`config.mk`:
```
export PLATFORM = sky130hd
export DESIGN_NAME = velocity_pid_servo_unit
export DESIGN_NICKNAME = d
export VERILOG_FILES = /design/src/sv/vps_pkg.sv /design/src/sv/velocity_pid_servo_unit.sv /design/src/sv/vps_mul.sv /design/src/sv/vps_div.sv
export SDC_FILE = /design/constraint.sdc
export NUM_CORES = 2
export LEC_CHECK = 0
export BUFFER_PORTS_ARGS = -buffer_cell sky130_fd_sc_hd__buf_4
export CORE_MARGIN = 3
export CORE_UTILIZATION = 60
export CTS_CLUSTER_SIZE = 40
export DETAILED_ROUTE_END_ITERATION = 10
export PLACE_DENSITY = 0.72
export SYNTH_ARGS = -nofsm -noshare
export SYNTH_HDL_FRONTEND = slang
export SYNTH_SLANG_ARGS = --single-unit
```
`constraint.sdc`:
```
create_clock -name clk -period 17 [get_ports clk]
set_input_delay 3.4 -clock clk [delete_from_list [all_inputs] [get_ports clk]]
set_output_delay 3.4 -clock clk [all_outputs]
set_load 0.03 [all_outputs]
```
`src/sv/vps_pkg.sv`:
```
package vps_pkg;

  // field and register widths
  localparam int ENC_W      = 32;
  localparam int SP_W       = 16;
  localparam int VEL_W      = ENC_W + 1;
  localparam int ERR_W      = 16;
  localparam int DERR_W     = ERR_W + 1;
  localparam int GAIN_W     = 16;
  localparam int LIM_W      = 15;
  localparam int INT_W      = 32;
  localparam int DRIVE_W    = 8;

  // shared multiplier
  localparam int MUL_A_W    = VEL_W + 1;
  localparam int MUL_B_W    = GAIN_W;
  localparam int PROD_W     = MUL_A_W + MUL_B_W;

  // accumulator and shared divider
  localparam int QUO_W      = 53;
  localparam int DIV_W      = QUO_W - 1;
  localparam int DIV_STEP   = 4;
  localparam int DIV_ITER   = DIV_W / DIV_STEP;
  localparam int DIV_CNT_W  = $clog2(DIV_ITER + 1);

  // control constants
  localparam int DRIVE_MAX       = 127;
  localparam int SPEED_THRESHOLD = 10;

  // stream and configuration port widths
  localparam int IN_TDATA_W  = 56;
  localparam int OUT_TDATA_W = 8;
  localparam int CFG_IDX_W   = 3;
  localparam int CFG_DATA_W  = 16;

  typedef enum logic [CFG_IDX_W-1:0] {
    REG_VELOCITY_LIMIT = 3'd0,
    REG_KP_FAST        = 3'd1,
    REG_KP_SLOW        = 3'd2,
    REG_KD_GAIN        = 3'd3,
    REG_KI_GAIN        = 3'd4,
    REG_GAIN_DIVISOR   = 3'd5,
    REG_TORQUE_LIMIT   = 3'd6,
    REG_BEMF_GAIN      = 3'd7
  } cfg_reg_t;

  typedef enum logic [3:0] {
    ST_IDLE,
    ST_VEL,
    ST_ERR,
    ST_MUL_P,
    ST_MUL_D,
    ST_MUL_I,
    ST_MUL_B,
    ST_DIV_N,
    ST_WAIT_N,
    ST_DIV_B,
    ST_WAIT_B,
    ST_SAT,
    ST_FIN
  } state_t;

endpackage

```
`src/sv/velocity_pid_servo_unit.sv`:
```
// Velocity PID servo: each item on the slave stream is one control tick carrying an
// absolute encoder count, a velocity setpoint and a direction bit; the block answers
// with one offset-binary drive byte on the master stream (127 is stop, range 0..254).
// Velocity is the encoder delta from the previous tick, the setpoint is clamped to
// velocity_limit, and P (gain picked by speed against a threshold of 10), D and I
// terms are summed exactly, divided by gain_divisor with truncation toward zero,
// clamped to torque_limit, then back-EMF compensation (velocity * bemf_gain / divisor)
// is added and the result saturated to +-127. The integrator only accumulates while
// the drive is not at full scale. From accept until s_tready returns, an item passes
// through ST_VEL and ST_ERR for setup, ST_MUL_P to ST_MUL_B on the shared 34x16
// multiplier, two passes through the shared radix-16 divider (start, 13 iterations,
// finish and the done handoff), which dominate, then ST_SAT for saturation and ST_FIN
// for handoff, which stretches while the previous drive byte still waits. s_tready
// is high only while the sequencer is idle; a finished
// result sits in the output register, so the next item may be taken while the
// previous drive byte still waits for m_tready. Configuration writes are accepted
// every cycle and should only be issued while the block is idle; a gain_divisor of
// zero is treated as one.
module velocity_pid_servo_unit
  import vps_pkg::*;
(
  input  logic                   clk,
  input  logic                   rst,

  input  logic                   s_tvalid,
  output logic                   s_tready,
  // [31:0] encoder_count, [47:32] velocity_setpoint, [48] direction_reverse, rest zero
  input  logic [IN_TDATA_W-1:0]  s_tdata,

  output logic                   m_tvalid,
  input  logic                   m_tready,
  // [7:0] drive_output
  output logic [OUT_TDATA_W-1:0] m_tdata,

  input  logic                   cfg_valid,
  output logic                   cfg_ready,
  input  logic [CFG_IDX_W-1:0]   cfg_index,
  input  logic [CFG_DATA_W-1:0]  cfg_data
);

  localparam logic signed [VEL_W-1:0]   VEL_THR      = VEL_W'(SPEED_THRESHOLD);
  localparam logic signed [DRIVE_W-1:0] DRIVE_LIM    = DRIVE_W'(DRIVE_MAX);
  localparam logic [DRIVE_W-1:0]        DRIVE_OFFSET = DRIVE_W'(DRIVE_MAX);

  // configuration registers
  logic [LIM_W-1:0]         velocity_limit;
  logic signed [GAIN_W-1:0] kp_fast;
  logic signed [GAIN_W-1:0] kp_slow;
  logic signed [GAIN_W-1:0] kd_gain;
  logic signed [GAIN_W-1:0] ki_gain;
  logic [LIM_W-1:0]         gain_divisor;
  logic [LIM_W-1:0]         torque_limit;
  logic signed [GAIN_W-1:0] bemf_gain;

  // loop state carried between ticks
  logic signed [ENC_W-1:0]  prev_enc;
  logic signed [ERR_W-1:0]  prev_err;
  logic signed [INT_W-1:0]  integral;

  // per-tick working registers
  logic signed [ENC_W-1:0]   enc;
  logic signed [SP_W-1:0]    sp;
  logic                      rev;
  logic signed [VEL_W-1:0]   vel;
  logic signed [SP_W-1:0]    spc;
  logic signed [ERR_W-1:0]   err;
  logic signed [GAIN_W-1:0]  kp;
  logic signed [DERR_W-1:0]  derr;
  logic signed [QUO_W-1:0]   acc;
  logic signed [PROD_W-1:0]  bemf_prod;
  logic signed [ERR_W-1:0]   tq;
  logic signed [QUO_W-1:0]   sum;
  logic signed [DRIVE_W-1:0] drive;

  state_t state;
  state_t state_next;

  // shared units
  logic signed [MUL_A_W-1:0] mul_a;
  logic signed [MUL_B_W-1:0] mul_b;
  logic signed [PROD_W-1:0]  prod;
  logic                      div_start;
  logic signed [QUO_W-1:0]   div_dividend;
  logic [LIM_W-1:0]          div_divisor;
  logic                      div_done;
  logic signed [QUO_W-1:0]   quotient;

  // combinational helpers
  logic                      in_fire;
  logic                      out_free;
  logic                      fin_fire;
  logic signed [SP_W:0]      sp_x;
  logic signed [SP_W:0]      vlim_x;
  logic signed [SP_W-1:0]    spc_val;
  logic signed [VEL_W:0]     ediff;
  logic signed [ERR_W-1:0]   err_val;
  logic signed [QUO_W-1:0]   tlim_x;
  logic signed [ERR_W-1:0]   tq_val;
  logic signed [DRIVE_W-1:0] drive_val;
  logic signed [INT_W:0]     isum;
  logic signed [INT_W-1:0]   integral_next;
  logic [DRIVE_W-1:0]        drive_u;

  assign cfg_ready   = 1'b1;
  assign in_fire     = s_tvalid && s_tready;
  assign out_free    = !m_tvalid || m_tready;
  assign fin_fire    = (state == ST_FIN) && out_free;
  assign div_divisor = (gain_divisor == '0) ? LIM_W'(1) : gain_divisor;
  assign drive_u     = drive;

  vps_mul u_mul (
    .clk  (clk),
    .a    (mul_a),
    .b    (mul_b),
    .prod (prod)
  );

  vps_div u_div (
    .clk      (clk),
    .rst      (rst),
    .start    (div_start),
    .dividend (div_dividend),
    .divisor  (div_divisor),
    .done     (div_done),
    .quotient (quotient)
  );

  // sequencer
  always_ff @(posedge clk) begin
    if (rst) begin
      state <= ST_IDLE;
    end else begin
      state <= state_next;
    end
  end

  always_comb begin
    state_next   = state;
    s_tready     = 1'b0;
    div_start    = 1'b0;
    div_dividend = acc;
    mul_a        = '0;
    mul_b        = '0;
    unique case (state)
      ST_IDLE: begin
        s_tready = 1'b1;
        if (s_tvalid) begin
          state_next = ST_VEL;
        end
      end
      ST_VEL:   state_next = ST_ERR;
      ST_ERR:   state_next = ST_MUL_P;
      ST_MUL_P: begin
        mul_a      = MUL_A_W'(err);
        mul_b      = kp;
        state_next = ST_MUL_D;
      end
      ST_MUL_D: begin
        mul_a      = MUL_A_W'(derr);
        mul_b      = kd_gain;
        state_next = ST_MUL_I;
      end
      ST_MUL_I: begin
        mul_a      = MUL_A_W'(integral);
        mul_b      = ki_gain;
        state_next = ST_MUL_B;
      end
      ST_MUL_B: begin
        mul_a      = MUL_A_W'(vel);
        mul_b      = bemf_gain;
        state_next = ST_DIV_N;
      end
      ST_DIV_N: begin
        div_start  = 1'b1;
        state_next = ST_WAIT_N;
      end
      ST_WAIT_N: begin
        if (div_done) begin
          state_next = ST_DIV_B;
        end
      end
      ST_DIV_B: begin
        div_start    = 1'b1;
        div_dividend = QUO_W'(bemf_prod);
        state_next   = ST_WAIT_B;
      end
      ST_WAIT_B: begin
        if (div_done) begin
          state_next = ST_SAT;
        end
      end
      ST_SAT:   state_next = ST_FIN;
      ST_FIN: begin
        if (out_free) begin
          state_next = ST_IDLE;
        end
      end
      default:  state_next = ST_IDLE;
    endcase
  end

  // clamps and saturations
  always_comb begin
    sp_x   = (SP_W+1)'(sp);
    vlim_x = $signed({2'b00, velocity_limit});
    if (sp_x > vlim_x) begin
      spc_val = SP_W'(vlim_x);
    end else if (sp_x < -vlim_x) begin
      spc_val = SP_W'(-vlim_x);
    end else begin
      spc_val = sp;
    end

    // velocity error saturates to 16 bits
    ediff = (VEL_W+1)'(spc) - (VEL_W+1)'(vel);
    if (ediff > (VEL_W+1)'(32767)) begin
      err_val = 16'sh7FFF;
    end else if (ediff < -(VEL_W+1)'(32768)) begin
      err_val = 16'sh8000;
    end else begin
      err_val = ediff[ERR_W-1:0];
    end

    // torque clamp on the PID quotient
    tlim_x = $signed({{(QUO_W-LIM_W){1'b0}}, torque_limit});
    if (quotient > tlim_x) begin
      tq_val = ERR_W'(tlim_x);
    end else if (quotient < -tlim_x) begin
      tq_val = ERR_W'(-tlim_x);
    end else begin
      tq_val = quotient[ERR_W-1:0];
    end

    // final drive saturation
    if (sum > QUO_W'(DRIVE_LIM)) begin
      drive_val = DRIVE_LIM;
    end else if (sum < -QUO_W'(DRIVE_LIM)) begin
      drive_val = -DRIVE_LIM;
    end else begin
      drive_val = sum[DRIVE_W-1:0];
    end

    // integrator saturates to 32 bits
    isum = (INT_W+1)'(integral) + (INT_W+1)'(err);
    if (isum > (INT_W+1)'(33'sh0_7FFF_FFFF)) begin
      integral_next = 32'sh7FFF_FFFF;
    end else if (isum < (INT_W+1)'(33'sh1_8000_0000)) begin
      integral_next = 32'sh8000_0000;
    end else begin
      integral_next = isum[INT_W-1:0];
    end
  end

  // per-tick datapath
  always_ff @(posedge clk) begin
    unique case (state)
      ST_IDLE: begin
        if (in_fire) begin
          enc <= s_tdata[31:0];
          sp  <= s_tdata[47:32];
          rev <= s_tdata[48];
        end
      end
      ST_VEL: begin
        vel <= VEL_W'(enc) - VEL_W'(prev_enc);
        spc <= spc_val;
      end
      ST_ERR: begin
        err <= err_val;
        kp  <= (vel > VEL_THR || vel < -VEL_THR) ? kp_fast : kp_slow;
      end
      ST_MUL_P: derr <= DERR_W'(err) - DERR_W'(prev_err);
      ST_MUL_D: acc  <= QUO_W'(prod);
      ST_MUL_I: acc  <= acc + QUO_W'(prod);
      ST_MUL_B: acc  <= acc + QUO_W'(prod);
      ST_DIV_N: bemf_prod <= prod;
      ST_WAIT_N: begin
        if (div_done) begin
          tq <= tq_val;
        end
      end
      ST_WAIT_B: begin
        if (div_done) begin
          sum <= QUO_W'(tq) + quotient;
        end
      end
      ST_SAT:   drive <= drive_val;
      default: begin
      end
    endcase
  end

  // loop state, updated once per tick as the result is handed off
  always_ff @(posedge clk) begin
    if (rst) begin
      prev_enc <= '0;
      prev_err <= '0;
      integral <= '0;
    end else if (fin_fire) begin
      prev_enc <= enc;
      prev_err <= err;
      if (drive != DRIVE_LIM && drive != -DRIVE_LIM) begin
        integral <= integral_next;
      end
    end
  end

  // output register
  always_ff @(posedge clk) begin
    if (rst) begin
      m_tvalid <= 1'b0;
    end else if (fin_fire) begin
      m_tvalid <= 1'b1;
    end else if (m_tready) begin
      m_tvalid <= 1'b0;
    end
  end

  always_ff @(posedge clk) begin
    if (fin_fire) begin
      m_tdata <= rev ? (DRIVE_OFFSET - drive_u) : (DRIVE_OFFSET + drive_u);
    end
  end

  // configuration registers
  always_ff @(posedge clk) begin
    if (rst) begin
      velocity_limit <= 15'h7FFF;
      kp_fast        <= '0;
      kp_slow        <= '0;
      kd_gain        <= '0;
      ki_gain        <= '0;
      gain_divisor   <= 15'd1;
      torque_limit   <= 15'd127;
      bemf_gain      <= '0;
    end else if (cfg_valid && cfg_ready) begin
      unique case (cfg_reg_t'(cfg_index))
        REG_VELOCITY_LIMIT: velocity_limit <= cfg_data[LIM_W-1:0];
        REG_KP_FAST:        kp_fast        <= cfg_data;
        REG_KP_SLOW:        kp_slow        <= cfg_data;
        REG_KD_GAIN:        kd_gain        <= cfg_data;
        REG_KI_GAIN:        ki_gain        <= cfg_data;
        REG_GAIN_DIVISOR:   gain_divisor   <= cfg_data[LIM_W-1:0];
        REG_TORQUE_LIMIT:   torque_limit   <= cfg_data[LIM_W-1:0];
        REG_BEMF_GAIN:      bemf_gain      <= cfg_data;
        default: begin
        end
      endcase
    end
  end

`ifndef SYNTHESIS
  // drive byte never leaves 0..254
  a_drive_range: assert property (@(posedge clk) disable iff (rst)
    m_tvalid |-> m_tdata != 8'hFF)
    else $error("drive output out of range");

  // divider only finishes while the sequencer waits for it
  a_div_done_wait: assert property (@(posedge clk) disable iff (rst)
    div_done |-> (state == ST_WAIT_N || state == ST_WAIT_B))
    else $error("divider done outside a wait state");

  // one item at a time
  a_one_item: assert property (@(posedge clk) disable iff (rst)
    in_fire |=> !s_tready)
    else $error("item accepted while busy");

  // integrator only moves when a result is handed off
  a_integral_hold: assert property (@(posedge clk) disable iff (rst)
    (state != ST_FIN) |=> $stable(integral))
    else $error("integral changed outside result handoff");
`endif

endmodule

```
`src/sv/vps_mul.sv`:
```
module vps_mul
  import vps_pkg::*;
(
  input  logic                      clk,
  input  logic signed [MUL_A_W-1:0] a,
  input  logic signed [MUL_B_W-1:0] b,
  output logic signed [PROD_W-1:0]  prod
);

  // registered signed product, exact width
  always_ff @(posedge clk) begin
    prod <= a * b;
  end

endmodule

```
`src/sv/vps_div.sv`:
```
module vps_div
  import vps_pkg::*;
(
  input  logic                    clk,
  input  logic                    rst,
  input  logic                    start,
  input  logic signed [QUO_W-1:0] dividend,
  input  logic [LIM_W-1:0]        divisor,
  output logic                    done,
  output logic signed [QUO_W-1:0] quotient
);

  logic                 busy;
  logic [DIV_CNT_W-1:0] cnt;
  logic [DIV_W-1:0]     mag;
  logic [DIV_W-1:0]     mag_next;
  logic [LIM_W-1:0]     rem;
  logic [LIM_W-1:0]     rem_next;
  logic [LIM_W-1:0]     dsr;
  logic                 neg;
  logic [QUO_W-1:0]     dvd_abs;
  logic [LIM_W:0]       trial;
  logic [LIM_W-1:0]     r;
  logic [DIV_W-1:0]     m;
  logic [QUO_W-1:0]     mag_ext;

  assign dvd_abs = dividend[QUO_W-1] ? QUO_W'(-dividend) : QUO_W'(dividend);
  assign mag_ext = {1'b0, mag};

  // four restoring steps per cycle, quotient bits shift into mag
  always_comb begin
    r     = rem;
    m     = mag;
    trial = '0;
    for (int i = 0; i < DIV_STEP; i++) begin
      trial = {r, m[DIV_W-1]};
      m     = {m[DIV_W-2:0], 1'b0};
      if (trial >= {1'b0, dsr}) begin
        trial = trial - {1'b0, dsr};
        m[0]  = 1'b1;
      end
      r = trial[LIM_W-1:0];
    end
    rem_next = r;
    mag_next = m;
  end

  always_ff @(posedge clk) begin
    if (rst) begin
      busy <= 1'b0;
      done <= 1'b0;
      cnt  <= '0;
    end else begin
      done <= 1'b0;
      if (start && !busy) begin
        busy <= 1'b1;
        cnt  <= DIV_CNT_W'(DIV_ITER);
      end else if (busy) begin
        if (cnt != '0) begin
          cnt <= cnt - 1'b1;
        end else begin
          busy <= 1'b0;
          done <= 1'b1;
        end
      end
    end
  end

  always_ff @(posedge clk) begin
    if (start && !busy) begin
      mag <= dvd_abs[DIV_W-1:0];
      rem <= '0;
      dsr <= divisor;
      neg <= dividend[QUO_W-1];
    end else if (busy) begin
      if (cnt != '0) begin
        mag <= mag_next;
        rem <= rem_next;
      end else begin
        quotient <= neg ? -$signed(mag_ext) : $signed(mag_ext);
      end
    end
  end

endmodule

```
**Word level (Yosys, flattened, before mapping)**

Index checks and enable logic that the tools add are counted.
Widths: inputs -> output; s select.

- Register bits after elaboration: 737
- Bits of input ports: 80
- Logic and storage cells: 183

- Multiplexer cells: 43
- Multipliers: 1
- $add $sub $neg: 17
- Reductions and logical operators: 37
- Order comparisons: 16
- Bitwise gates (word level): 3
- Eq/ne operators: 25

Operator list:

| cell | number |
|---|---|
| $mux 52 | 5 |
| $pmux 34 s4 | 1 |
| $pmux 53 s2 | 1 |
| $mux 15 | 6 |
| $ge 16x15->1 | 4 |
| $mux 16 | 4 |
| $mux 32 | 2 |
| $pmux 16 s4 | 1 |
| $sub 15x15->15 | 4 |
| $add 16x53->53 | 1 |
| $add 53x50->53 | 1 |
| $gt 53x16->1 | 1 |
| $gt 53x8->1 const B | 1 |
| $lt 53x53->1 | 1 |
| $lt 53x8->1 const B | 1 |
| $mux 53 | 1 |
| $neg 15->53 | 1 |
| $neg 52->53 | 1 |
| $neg 52->52 | 1 |
| $pmux 4 s13 | 1 |
| $mul 34x16->50 | 1 |
| $gt 34x16->1 const B | 1 |
| $lt 34x16->1 const B | 1 |
| $sub 16x33->34 | 1 |
| 40 further kinds | 99 |

**Logic depth before layout (Yosys ltp)**

- Depth after elaboration: 11
- Depth in mapped cells: 47

**Modules after synthesis**

A second synthesis with hierarchy kept.

- Cells, all modules: 7479
- Area, all modules: 67083.1 µm²

Modules (own cells, without submodules):

| module | area each (µm²) | sequential area each (µm²) | cells an instance | times used |
|---|---|---|---|---|
| velocity_pid_servo_unit | 36516.3 | 14263.7 | 4095 | 1 |
| vps_mul | 20099.3 | 1001.0 | 2281 | 1 |
| vps_div | 10467.5 | 4053.9 | 1103 | 1 |

**Worst setup path before layout**

Ideal clock, no wire load.

- Path kind: register -> register
- Start point: register u_div.mag[51]
- End point: register u_div.rem[8]
- Data required time: 16.938 ns
- Library setup time: 0.062 ns
- Arrival time: 9.188 ns
- Setup slack: 7.750 ns
- Period minus slack after synthesis: 9.250 ns
- Stages on the path, launching flop included: 44
- Path through: edfxtp_1 > inv_1 > ha_1 > inv_1 > fa_1 > a21oi_2 > o221ai_2 > a21o_1 > nor4_4 > nor2_1 > clkbuf_1 > mux2_2 > ha_1 > nand2b_1 > a21oi_1 > a211oi_2 > a21oi_1 > o31ai_1 > (+8 left out) > nand2_1 > o211ai_1 > a21oi_1 > nor2_2 > mux2_2 > fa_1 > nor2b_1 > o21ai_0 > a21boi_0 > o21ai_0 > a21boi_0 > o21bai_1 > a21oi_1 > o221ai_1 > o2111a_1 > buf_6 > or4_1 > nand3_1

- Word-level cells in the longest chain between the ends: 8

Ends and longest elaborated chain:

| element | line | RTL |
|---|---|---|
| start: declaration | vps_div.sv:15 | `logic [DIV_W-1:0] mag;` |
| start signal: assignment | vps_div.sv:71 | `mag <= dvd_abs[DIV_W-1:0];` |
| start signal: assignment | vps_div.sv:77 | `mag <= mag_next;` |
| $sub 15x15->15 or $ge 16x15->1 (tied branches) | vps_div.sv:39, vps_div.sv:38 |  |
| $mux 15 * | vps_div.sv:38 | `if (trial >= {1'b0, dsr}) begin` |
| $sub 15x15->15 or $ge 16x15->1 (tied branches) | vps_div.sv:39, vps_div.sv:38 |  |
| $mux 15 * | vps_div.sv:38 |  |
| $sub 15x15->15 or $ge 16x15->1 (tied branches) | vps_div.sv:39, vps_div.sv:38 |  |
| $mux 15 * | vps_div.sv:38 |  |
| $sub 15x15->15 or $ge 16x15->1 (tied branches) | vps_div.sv:39, vps_div.sv:38 |  |
| $mux 15 * | vps_div.sv:38 |  |
| end signal: assignment | vps_div.sv:78 | `rem <= rem_next;` |
| end: declaration | vps_div.sv:17 | `logic [LIM_W-1:0] rem;` |

Mark *: on every way between the ends. The rest lies on a longest branch, timed or not.
A chain may end at the register's enable or synchronous reset.

**Worst setup path after layout**

- Start point: register u_div.mag[51]
- End point: register u_div.rem[1]

- Word-level cells in the longest chain between the ends: 8

Ends and longest elaborated chain:

| element | line |
|---|---|
| $sub 15x15->15 or $ge 16x15->1 (tied branches) | vps_div.sv:39, vps_div.sv:38 |
| $mux 15 * | vps_div.sv:38 |
| $sub 15x15->15 or $ge 16x15->1 (tied branches) | vps_div.sv:39, vps_div.sv:38 |
| $mux 15 * | vps_div.sv:38 |
| $ge 16x15->1 or $sub 15x15->15 (tied branches) | vps_div.sv:38, vps_div.sv:39 |
| $mux 15 * | vps_div.sv:38 |
| $sub 15x15->15 or $ge 16x15->1 (tied branches) | vps_div.sv:39, vps_div.sv:38 |
| $mux 15 * | vps_div.sv:38 |

Marks and branches as above.

==> impl_metrics.toml <==
[synthesis]
synth_top_cell_by_area = "edfxtp_1"
synthTopCellsByArea = "edfxtp_1 (21%), fa_1 (16%), ha_1 (9.7%), dfxtp_1 (8.7%), nand2_1 (5.6%)"
netlist_area_mm2 = 0.0647
synth.most_common_cell = "nand2_1"
yosys_warnings = 0
synth_compound_area_share_pct = 15.7
synthTopCellsByCount = "nand2_1 (965), inv_1 (765), nor2_1 (543)"
ys_ff_latch = 737
synth-simple-area-share_pct = 14.9
synth.avg_cell_area_um2 = 9.11
synth_edf_count = 456
netlist.area_leader.share_pct = 21.1
postSynth.asyncResetShare_pct = 0
synthCells = 7110
ys_seq_area_share_pct = 29.8
synthDistinctLibCells = 95
synth_ff_type = "edfxtp_1"
synthesis.nets = 8206
synth_xor_area_share_pct = 5.59
yosys.area_share.adder_pct = 25.7
synth_top_family_by_area = "adder cells"
synth.area.mux_share_pct = 1.99

[power_and_ir_drop]
power.internal_mw = 3.85
irDropWorstVdd_uv = 139
power.switching_mw = 1.95
swShare_pct = 33.7
power_leakage_nw = 29.8
p_comb_share_pct = 32.5
power_density_mw_per_mm2 = 83.5
clock_power_share_pct = 31.1
p_seq_share_pct = 36.4

[timing]
hold_viol = 0
maxSlewViolCount = 0
max_slew_margin_pct = 10.3
clock.fmax_mhz = 91.4
period_share_pct = 64.4
final.setup.tns_ns = 0
finClkSkew_ns = 0.0286
report.final.setup_viol = 0
worst_slack_ns = 6.05
holdWs_ns = 0.441
rsz0062_at_grt = "no"
worstMarginPinSlew_ns = 1.34
fin_crit_ns = 10.95

[worst_hold_path]
hold_start = "gain_divisor[4]"
min_to = "u_div.dsr[4]"
whs_path_depth = 0
min-delay-path-class = "flip-flop to flip-flop"

[global_route]
antenna_found_initial = 0
grt_pass1_vias = 51100
grt_pass1_wl_um = 270000
grt_overflow = 0
grtUsageTotal_pct = 29.9
grt_max_degree = 99

[final_layout]
drive_above_1_share_pct = 5.83
final_cell_count_no_fill = 8512
syn2layout_area_growth_pct = 7.27
nets = 8149
antenna_cells = 0

[worst_setup_path]
worstPathArrival_ns = 11.53
worstPathRequired_ns = 17.59
worstReg2RegStart = "u_div.mag[51]"
path_class = "flip-flop to flip-flop"
crit_path_start_kind = "flip-flop"
rr_worst_depth = 42
r2r_end = "u_div.rem[1]"
cp_slowest_cell = "o21ai_0"
crit_path_end_kind = "flip-flop"
cp_max_fo = 26
r2r_slack_ns = 6.05
cpMostUsedCell = "o21ai_0"
slowest_delay_ns = 0.51

[die]
die_y_um = 334
start_util_pct = 61.0
row_count = 119
die_area_mm2 = 0.112
io-pin-count = 91
chipWidth_um = 334
core_area_mm2 = 0.106

[clocking]
cts_root_buf = "clkbuf_16"
postCtsHoldBufs = 0
cts_resized = 0
cts_setup_buffers = 0
cts_buffers = 83
cts.clk_slew.worst_paths_ns = 0.06
h-tree-depth = 3
cts.sinks = 737
clock_path_buffers = 3
cts_tree = "done"
insertion_delay_ns = 0.66

[routing]
vias = 51000
drtPass1Iterations = 6
wl_per_cell_um = 19.6
drtIter0Drc = 3570
drcViolationCount = 0
ant_nets = 0
via_per_inst = 5.99
wl_um = 167000

[outcome]
outcome = "completed"

[placed_design]
placed_cells = 8359
dp_slack_ns = 6.08
numPortBuffers = 82
place_congestion = 0.935
dpl.hpwl_um = 128000

[run]
maxCapViolCount = 0
area by class of cell:
class                      count  area, um2
fill                        8714      36700
clock inverter                52        464
timing repair buffer         157       1180
sequential                   737      19300
clock buffer                 101       2290
multi-input combinational   5309      41600
tap                         1391       1740
inverter                     765       2870
logic make-up (layout without fill, tap and decap cells):
logic type,count (synthesis),in the layout
AOI/OAI and AO/OA,1589,1589
DFF,737,737
xor gates and xnor gates,412,412
other,1,1
adders and majority gates,1024,1024
muxes,123,123
and+or+nand+nor,2160,2160
buffers and inverters,1064,1075
worst max-delay path: cells and delay by family, from the launching register on:
| family | cells | cell delay, ns |
|---|---|---|
| AO/OA/AOI/OAI | 23 | 5.60 |
| AND/OR/NAND/NOR | 7 | 1.63 |
| adder cells (fa/ha/maj) | 5 | 1.60 |
| buffers and inverters | 5 | 0.91 |
| multiplexers | 2 | 0.75 |
| flip-flops | 1 | 0.36 |
power groups by stage:
stage	sequential [mW]	clock [mW]	combinational [mW]
floorplan	2.09	0	1.47
global placement	2.14	0	1.82
detailed placement	2.14	0	1.85
CTS	2.11	1.84	1.87
global route	2.12	1.90	2.09
finish	2.11	1.80	1.89
sequential cells by signal (all words and copies together), names as in the netlist, 32 cells and up:
register        flops
bemf_prod          50
vel                33
u_div.mag          52
integral           32
sum                53
u_div.quotient     53
prev_enc           32
acc                53
enc                32
u_mul.prod         50
how the worst max path moves through the flow:
stage	from	cells after the start	slack, ns	end
floorplan	u_div.mag[51]	43	7.75	u_div.rem[8]
global placement	u_div.mag[51]	41	6.25	u_div.rem[8]
detailed placement	u_div.mag[51]	42	6.08	u_div.rem[1]
CTS	u_div.mag[51]	42	6.01	u_div.rem[1]
global route	u_div.mag[51]	42	5.22	u_div.rem[1]
finish	u_div.mag[51]	42	6.05	u_div.rem[1]
per-stage QoR:
step	total power [mW]	util, %	area, um2
2_1_floorplan	3.57	-	64700
3_3_place_gp	3.96	62.8	66700
3_5_place_dp	4.00	62.8	66700
4_1_cts	5.81	65.4	69500
5_1_grt	6.11	65.4	69500
6_report	5.80	65.4	69500
metal layers:
layer | vias to the layer above | part of all wire (%) | wire length [um] | global-route usage [%]
li1 | 24400 | - | - | -
met1 | 24600 | 42 | 69900 | 38.7
met2 | 1625 | 47 | 78400 | 50.2
met3 | 407 | 6.4 | 10700 | 4.72
met4 | 0 | 4.7 | 7880 | 12.9
met5 | - | 0 | 0 | 0
cells in the final DEF, fill, tap and decap left out, types with 48 or more instances in the layout:
master / count
fa_1: 516
o21ai_0: 315
o21a_1: 66
edfxtp_1: 456
a22oi_1: 64
xnor2_1: 267
nor2_1: 537
dfxtp_1: 281
buf_4: 156
xor2_1: 144
mux2i_1: 79
ha_1: 500
nor2b_1: 71
a31oi_1: 55
nand2b_1: 59
or3_1: 48
clkbuf_16: 88
nand2_1: 964
o31ai_1: 48
nand3_1: 85
a21o_1: 189
nor3_1: 90
a21oi_1: 502
inv_1: 763
nor4_1: 66
nand4_1: 83
Power figures use the tool's default switching activity.
